`src/hw/rtl/mlbt_pkg.sv`:
```
// Shared types and constants for the multi-channel LED blink timer.
// No dependencies.
`default_nettype none

package mlbt_pkg;

  localparam int unsigned CH_IDX_W = 4;   // channel field width
  localparam int unsigned CNT_W    = 8;   // countdown / reload width
  localparam int unsigned LED_W    = 12;  // led_levels field width
  localparam int unsigned MAX_CH   = 16;  // largest bank the channel field can address

  localparam int unsigned IN_DATA_W  = 24; // channel + delay + period, padded to bytes
  localparam int unsigned OUT_DATA_W = 16; // led_levels, padded to bytes

  typedef enum logic [0:0] {
    CMD_TICK = 1'b0,
    CMD_SET  = 1'b1
  } cmd_t;

  // Per-channel update strobes for one processed item.
  typedef struct packed {
    logic tick;  // decrement running countdowns
    logic set;   // load this channel
  } chan_ctrl_t;

endpackage

`default_nettype wire

```
`src/hw/rtl/mlbt_chan.sv`:
```
// One LED channel: countdown, reload, phase and lit state with its update logic.
// Depends on mlbt_pkg.
`default_nettype none

module mlbt_chan (
  input  wire logic                          clk,
  input  wire logic                          rst_n,
  input  wire mlbt_pkg::chan_ctrl_t          ctrl,
  input  wire logic [mlbt_pkg::CNT_W-1:0]    delay,
  input  wire logic [mlbt_pkg::CNT_W-1:0]    period,
  output logic                               lit_nxt
);
  import mlbt_pkg::*;

  logic [CNT_W-1:0] cnt_r, cnt_nxt, cnt_dec;
  logic [CNT_W-1:0] reload_r, reload_nxt;
  logic             phase_r, phase_nxt;
  logic             lit_r;

  assign cnt_dec = cnt_r - CNT_W'(1);

  always_comb begin
    cnt_nxt    = cnt_r;
    reload_nxt = reload_r;
    phase_nxt  = phase_r;
    lit_nxt    = lit_r;
    if (ctrl.set) begin
      cnt_nxt    = delay;
      reload_nxt = period;
      lit_nxt    = 1'b1;
    end else if (ctrl.tick && (cnt_r != '0)) begin
      cnt_nxt = cnt_dec;
      if (cnt_dec == '0) begin
        if (reload_r != '0) begin
          // expiry with reload: show old phase, then flip it
          cnt_nxt   = reload_r;
          lit_nxt   = phase_r;
          phase_nxt = ~phase_r;
        end else begin
          lit_nxt = 1'b0;
        end
      end
    end
  end

  always_ff @(posedge clk) begin
    if (!rst_n) begin
      cnt_r    <= '0;
      reload_r <= '0;
      phase_r  <= 1'b0;
      lit_r    <= 1'b0;
    end else begin
      cnt_r    <= cnt_nxt;
      reload_r <= reload_nxt;
      phase_r  <= phase_nxt;
      lit_r    <= lit_nxt;
    end
  end

endmodule

`default_nettype wire

```
`src/hw/rtl/multi_led_blink_timer_top.sv`:
```
// Top level of the multi-channel LED blink timer: input register, channel bank,
// result register. Depends on mlbt_pkg and mlbt_chan.
`default_nettype none

// Usage
//   Input stream (in_*): one transfer is one command. in_tuser = cmd
//   (0 = tick, 1 = set). For a set, in_tdata carries the channel, the first
//   delay and the reload period. A tick decrements every running countdown;
//   on expiry a channel with a reload reloads and shows its phase bit (which
//   then flips), a channel without one goes dark. A set to a channel at or
//   beyond CHANNELS changes nothing.
//   Output stream (out_*): exactly one transfer per command, the LED vector
//   after that command, in command order.
// Timing
//   The command sits in the input register, then the whole bank updates in
//   parallel and the LED vector lands in the result register, which drives
//   out_tvalid. Throughput is one command per cycle while out_tready is high,
//   set by the parallel channel update.
// Reset
//   Synchronous, active low: all countdowns, reloads and phase bits clear,
//   all LEDs off, both registers empty.
// Stall
//   While out_tready is low a held result keeps its value; the input register
//   still takes one more command, after which in_tready drops until the
//   result is taken.

module multi_led_blink_timer_top #(
  parameter int unsigned CHANNELS = 12
) (
  input  wire logic                              clk,
  input  wire logic                              rst_n,
  input  wire logic                              in_tvalid,
  output logic                                   in_tready,
  // [3:0] channel, [11:4] first_delay, [19:12] reload_period, [23:20] zero
  input  wire logic [mlbt_pkg::IN_DATA_W-1:0]    in_tdata,
  // [0] cmd
  input  wire logic                              in_tuser,
  output logic                                   out_tvalid,
  input  wire logic                              out_tready,
  // [11:0] led_levels, [15:12] zero
  output logic [mlbt_pkg::OUT_DATA_W-1:0]        out_tdata
);
  import mlbt_pkg::*;

  // Input register
  logic                s1_valid_r;
  cmd_t                s1_cmd_r;
  logic [CH_IDX_W-1:0] s1_ch_r;
  logic [CNT_W-1:0]    s1_delay_r;
  logic [CNT_W-1:0]    s1_period_r;
  logic                s1_adv;

  // Result register
  logic                out_valid_r;
  logic [LED_W-1:0]    out_leds_r;

  logic [CHANNELS-1:0] lit_nxt;
  logic [LED_W-1:0]    leds_nxt;
  logic                ch_in_range;

  // Stage 1 moves on when the result register is empty or being drained.
  assign s1_adv    = s1_valid_r && (!out_valid_r || out_tready);
  assign in_tready = !s1_valid_r || s1_adv;

  always_ff @(posedge clk) begin
    if (!rst_n) begin
      s1_valid_r <= 1'b0;
    end else if (in_tready) begin
      s1_valid_r <= in_tvalid;
    end
  end

  always_ff @(posedge clk) begin
    if (in_tready && in_tvalid) begin
      s1_cmd_r    <= cmd_t'(in_tuser);
      s1_ch_r     <= in_tdata[CH_IDX_W-1:0];
      s1_delay_r  <= in_tdata[CH_IDX_W +: CNT_W];
      s1_period_r <= in_tdata[CH_IDX_W+CNT_W +: CNT_W];
    end
  end

  // Out-of-range channels are dropped here so no cell sees a set.
  assign ch_in_range = ({1'b0, s1_ch_r} < (CH_IDX_W+1)'(CHANNELS));

  genvar gi;
  generate
    for (gi = 0; gi < CHANNELS; gi++) begin : g_chan
      chan_ctrl_t ctrl;
      assign ctrl.tick = s1_adv && (s1_cmd_r == CMD_TICK);
      assign ctrl.set  = s1_adv && (s1_cmd_r == CMD_SET) && ch_in_range
                         && (s1_ch_r == CH_IDX_W'(gi));
      mlbt_chan u_chan (
        .clk     (clk),
        .rst_n   (rst_n),
        .ctrl    (ctrl),
        .delay   (s1_delay_r),
        .period  (s1_period_r),
        .lit_nxt (lit_nxt[gi])
      );
    end

    // Channels beyond the 12-bit field run but are not shown; missing ones read dark.
    for (gi = 0; gi < LED_W; gi++) begin : g_led
      if (gi < CHANNELS) begin : g_on
        assign leds_nxt[gi] = lit_nxt[gi];
      end else begin : g_off
        assign leds_nxt[gi] = 1'b0;
      end
    end
  endgenerate

  always_ff @(posedge clk) begin
    if (!rst_n) begin
      out_valid_r <= 1'b0;
    end else if (s1_adv) begin
      out_valid_r <= 1'b1;
    end else if (out_tready) begin
      out_valid_r <= 1'b0;
    end
  end

  always_ff @(posedge clk) begin
    if (s1_adv) begin
      out_leds_r <= leds_nxt;
    end
  end

  assign out_tvalid = out_valid_r;
  assign out_tdata  = {(OUT_DATA_W-LED_W)'(0), out_leds_r};

endmodule

`default_nettype wire

```
`config.mk`:
```
export PLATFORM = sky130hd
export DESIGN_NAME = multi_led_blink_timer_top
export DESIGN_NICKNAME = d
export VERILOG_FILES = /design/src/hw/rtl/mlbt_pkg.sv /design/src/hw/rtl/mlbt_chan.sv /design/src/hw/rtl/multi_led_blink_timer_top.sv
export SDC_FILE = /design/constraint.sdc
export NUM_CORES = 1
export LEC_CHECK = 0
export ABC_AREA = 1
export ABC_CLOCK_PERIOD_IN_PS = 1750
export BUFFER_PORTS_ARGS = -buffer_cell sky130_fd_sc_hd__buf_2
export CAP_MARGIN = 20
export CELL_PAD_IN_SITES_DETAIL_PLACEMENT = 0
export CELL_PAD_IN_SITES_GLOBAL_PLACEMENT = 1
export CORE_ASPECT_RATIO = 1.75
export CORE_UTILIZATION = 38
export DETAILED_ROUTE_END_ITERATION = 16
export GPL_TIMING_DRIVEN = 0
export HOLD_SLACK_MARGIN = 0.15
export PLACE_DENSITY_LB_ADDON = 0.2
export SYNTH_ARGS = -nofsm -noshare
export SYNTH_HDL_FRONTEND = slang
export SYNTH_HIERARCHICAL = 1
export SYNTH_SLANG_ARGS = --single-unit
```
`constraint.sdc`:
```
create_clock -name clk -period 1.75 [get_ports clk]
set_input_delay 0.35 -clock clk [delete_from_list [all_inputs] [get_ports clk]]
set_output_delay 0.35 -clock clk [all_outputs]
set_load 0.01 [all_outputs]
```
==> flow_summary.yaml <==
sta:
  rsz0062_at_grt: "yes"
  hold_violations: 0
  finClkSkew_ns: 0.009836
  period_needed_ns: 1.772
  relSlewSlack_pct: 17.30
  setup_viol: 8
  worst_slack_ns: -0.02183
  fin_setup_tns_ns: -0.1316
  worst_slew_pin_slew_ns: 1.241
  timing.fmax_mhz: 564.4
  final_max_slew_viol_count: 0
  period_share_pct: 101.2
global_routing:
  grt-busiest-layer: "met2"
  track_usage_pct: 24.00
  grt_pass1_vias: 13730
  grt_pass1_wl_um: 72380
  grt_overflow_total: 0
  grtUsageMet3_pct: 2.601
  grtUsageMet2_pct: 45.23
  met1_usage_pct: 26.65
  grt_antenna_before_repair: 0
  grt_max_degree: 29
hold_path:
  min_to: "g_chan[1].u_chan/cnt_r[2]"
  hold_start: "rst_n"
  hold_class: "primary input to register"
  min_path_cells: 3
yosys:
  synth.area.top_cells: "dfxtp_1 30%, nand2_1 12%, nor2_1 8.3%"
  synth.cell_area_um2: 14380
  synth_top_area_share_pct: 30.34
  syn_area_per_cell_um2: 6.788
  synth_seq_cells: 251
  netlist_instances: 2119
  ys_seq_area_share_pct: 37.23
  synth_cell_type_count: 32
  synth_top_cell_by_area: "dfxtp_1"
  ys_warn_count: 6
cts:
  htree_levels: 1
  clock_sinks: 251
  clk_latency_ns: 0.55
  clkTransAtPathRegs_ns: 0.06
  cts_tree: "done"
  cts_made_buffers: 27
  ctsLongestPathBuffers: 3
  root_buffer: "clkbuf_16"
worst_setup_path:
  regToRegStartpoint: "s1_ch_r[2]"
  worstRegToRegCells: 11
  slowest_stage: "edfxtp_1"
  worstPathRequired_ns: 2.20
  path_max_fanout: 8
  max_stage_delay_ns: 0.47
  critPathCaptureType: "register"
  worstPathArrival_ns: 2.22
  critPathKind: "register to register"
  worst_setup_path_start_kind: "register"
  rrSetupSlack_ns: -0.02
  crit_chain: "buf_4 -> nor2_4 -> nand2_1 -> nor2_4 -> inv_2 -> nand2_4 -> inv_2 -> a21oi_1 -> o211ai_1 -> nand3_1 -> inv_1"
  r2r-end: "g_chan[11].u_chan/cnt_r[4]"
detailed_routing:
  wirelength_um: 47870
  drt_iter0_drc: 712
  wire_per_inst_um: 16.97
  first_pass_iters: 5
  vias: 14520
  avgViaCountPerCell: 5.150
  ant_nets: 0
  drc: 0
outcome:
  violations: "setup timing"
  outcome: "finished, violations left"
place:
  detailed_place_hpwl_um: 31780
  gp_congestion: 0.8895
  port_buffers: 38
cells_and_area:
  layout.nets: 2391
  layout-drive-gt1-share_pct: 28.91
  final_core_util_pct: 50.98
  antennaDiodeCount: 0
  syn2layout_area_growth_pct: 31.15
floorplanning:
  die_area_um2: 38670
  coreArea_um2: 37000
  io_pins: 47
  fp.dieH_um: 259.4
  start_util_pct: 38.87
  die_w_um: 149.1
  rows: 93
power_and_ir_drop:
  seqPwrFrac_pct: 40.0
  internal-power_mw: 11.07
  p_clk_share_pct: 36.0
  p_comb_share_pct: 24.0
  powerDensity_nw_per_um2: 863.2
  ir_worst_vdd_mv: 0.8854
  p_sw_share_pct: 32.02
  p_leak_nw: 8.117
  switching_power_mw: 5.213
flow_run:
  maxCapViolCount: 0
-- cell usage after synthesis --
cell and number:
edfxtp_1 33, nand3_2 13, nor2_4 12, nand2_1 459, nor2_1 319, o21ai_0 96, nand2_2 25, xnor2_1 12
nand3b_1 12, nand3_1 121, inv_2 24, clkbuf_1 12, conb_1 1, nor3_1 12, nand4_1 24, dfxtp_1 218
o21ai_1 36, buf_2 24, nor2_2 84, a21oi_1 182, a31oi_1 24, o22ai_1 24, buf_1 12, nand3_4 12
and2_1 12, ha_1 36, inv_1 239, buf_6 1, buf_4 4, o221ai_1 12, a21oi_2 12, o211ai_1 12
-- through the flow --
step | cell area, um^2 | worst slack, ns | hold slack [ns] | std cells | power [mW]
3_5_place_dp | 15230 | -0.5756 | 0.4631 | 2637 | 9.481
5_1_grt | 18860 | -0.1409 | 0.3345 | 2820 | 17.05
2_1_floorplan | 14400 | 0.008001 | 0.4478 | 2122 | 8.664
4_1_cts | 17150 | -0.05423 | 0.3079 | 2739 | 15.68
6_report | 18860 | -0.02183 | 0.3313 | 2820 | 16.28
3_3_place_gp | 15180 | -1.889 | 0.4577 | 2635 | 9.450
-- area by class of cell --
class / count / area, um^2
fill: 3734 / 18140
multi-input combinational: 1555 / 8995
sequential: 251 / 5453
timing repair buffer: 176 / 1436
inverter: 263 / 1100
clock buffer: 36 / 770.7
tap: 475 / 594.3
buffer: 52 / 399.1
clock inverter: 12 / 116.4
-- how the worst max path moves through the flow --
| stage | from | to | slack (ns) | depth (start not counted) |
|---|---|---|---|---|
| final | s1_ch_r[2] | g_chan[11].u_chan/cnt_r[4] | -0.02 | 11 |
| after global routing | s1_ch_r[3] | g_chan[8].u_chan/cnt_r[4] | -0.14 | 11 |
| after CTS | s1_ch_r[3] | g_chan[2].u_chan/cnt_r[4] | -0.05 | 10 |
| after detailed placement | out_tready | g_chan[5].u_chan/cnt_r[4] | -0.58 | 13 |
| after global placement | out_tready | g_chan[5].u_chan/cnt_r[4] | -1.89 | 12 |
| after floorplan | g_chan[0].u_chan/cnt_r[0] | out_leds_r[0] | 0.008 | 8 |
-- repair_timing --
| item | in CTS | in global routing |
|---|---|---|
| hold buffers | 24 | 0 |
| setup endpoints to repair | 212 | 190 |
| gates cloned | 0 | 3 |
| endpoints found under the hold margin | 23 | 0 |
| buffers inserted | 30 | 78 |
| gates resized for setup | 183 | 322 |
| pin swaps | 47 | 141 |
-- routing by layer --
layer,wire (um),vias up
met5,0,-
met4,2083,0
met3,1779,130
met2,25200,320
met1,18810,6779
li1,-,7294
-- worst max-delay path: cells and delay by family (launching register included) --
family / cells / cell delay, ns
AOI/OAI and AO/OA: 2 / 0.22
DFF: 1 / 0.47
buffers and inverters: 4 / 0.40
and+or+nand+nor: 5 / 0.58
-- registers in the layout, summed over array words and instances (netlist names) --
signal	cells
g_chan.u_chan/cnt_r	96
g_chan.u_chan/lit_r	12
g_chan.u_chan/phase_r	12
g_chan.u_chan/reload_r	96
out_leds_r	12
out_tvalid	1
s1_ch_r	4
s1_cmd_r	1
s1_delay_r	8
s1_period_r	8
s1_valid_r	1
-- cell usage in the layout, fill, tap and decap left out, types with 15 or more instances in the layout --
master,count
dfxtp_4,21
dfxtp_2,15
nand3_1,91
clkbuf_16,31
o21ai_1,19
o21ai_0,95
inv_4,31
buf_2,58
buf_4,106
inv_2,28
nand2_1,406
buf_6,19
edfxtp_1,33
dfxtp_1,182
ha_1,24
inv_1,198
o22ai_1,20
a21oi_2,24
a21oi_1,170
nor2_4,69
dlygate4sd3_1,24
a31oi_1,24
nor2_2,58
nand2_2,67
nand3_2,42
o21ai_2,18
nand4_1,24
nor2_1,288
-- cells by family (layout without fill, tap and decap cells) --
kind of cell | after synthesis | count (layout) | share of synthesized area (%)
buf+inv | 316 | 539 | 8.612
other cells | 1 | 4 | 0.02607
fa+ha+maj | 36 | 36 | 3.132
compound gates | 398 | 398 | 15.10
xor+xnor | 12 | 12 | 0.7307
simple gates | 1105 | 1105 | 35.17
flops | 251 | 251 | 37.23
-- power groups by stage --
stage          Combinational (mW)  Sequential [mW]  Clock, mW
2_1_floorplan                2.27             6.39          0
3_3_place_gp                 2.86             6.59          0
3_5_place_dp                 2.89             6.59          0
4_1_cts                      3.18             6.48       6.02
5_1_grt                      4.28             6.54       6.23
6_report                     3.90             6.51       5.87
Power figures use the tool's default switching activity.
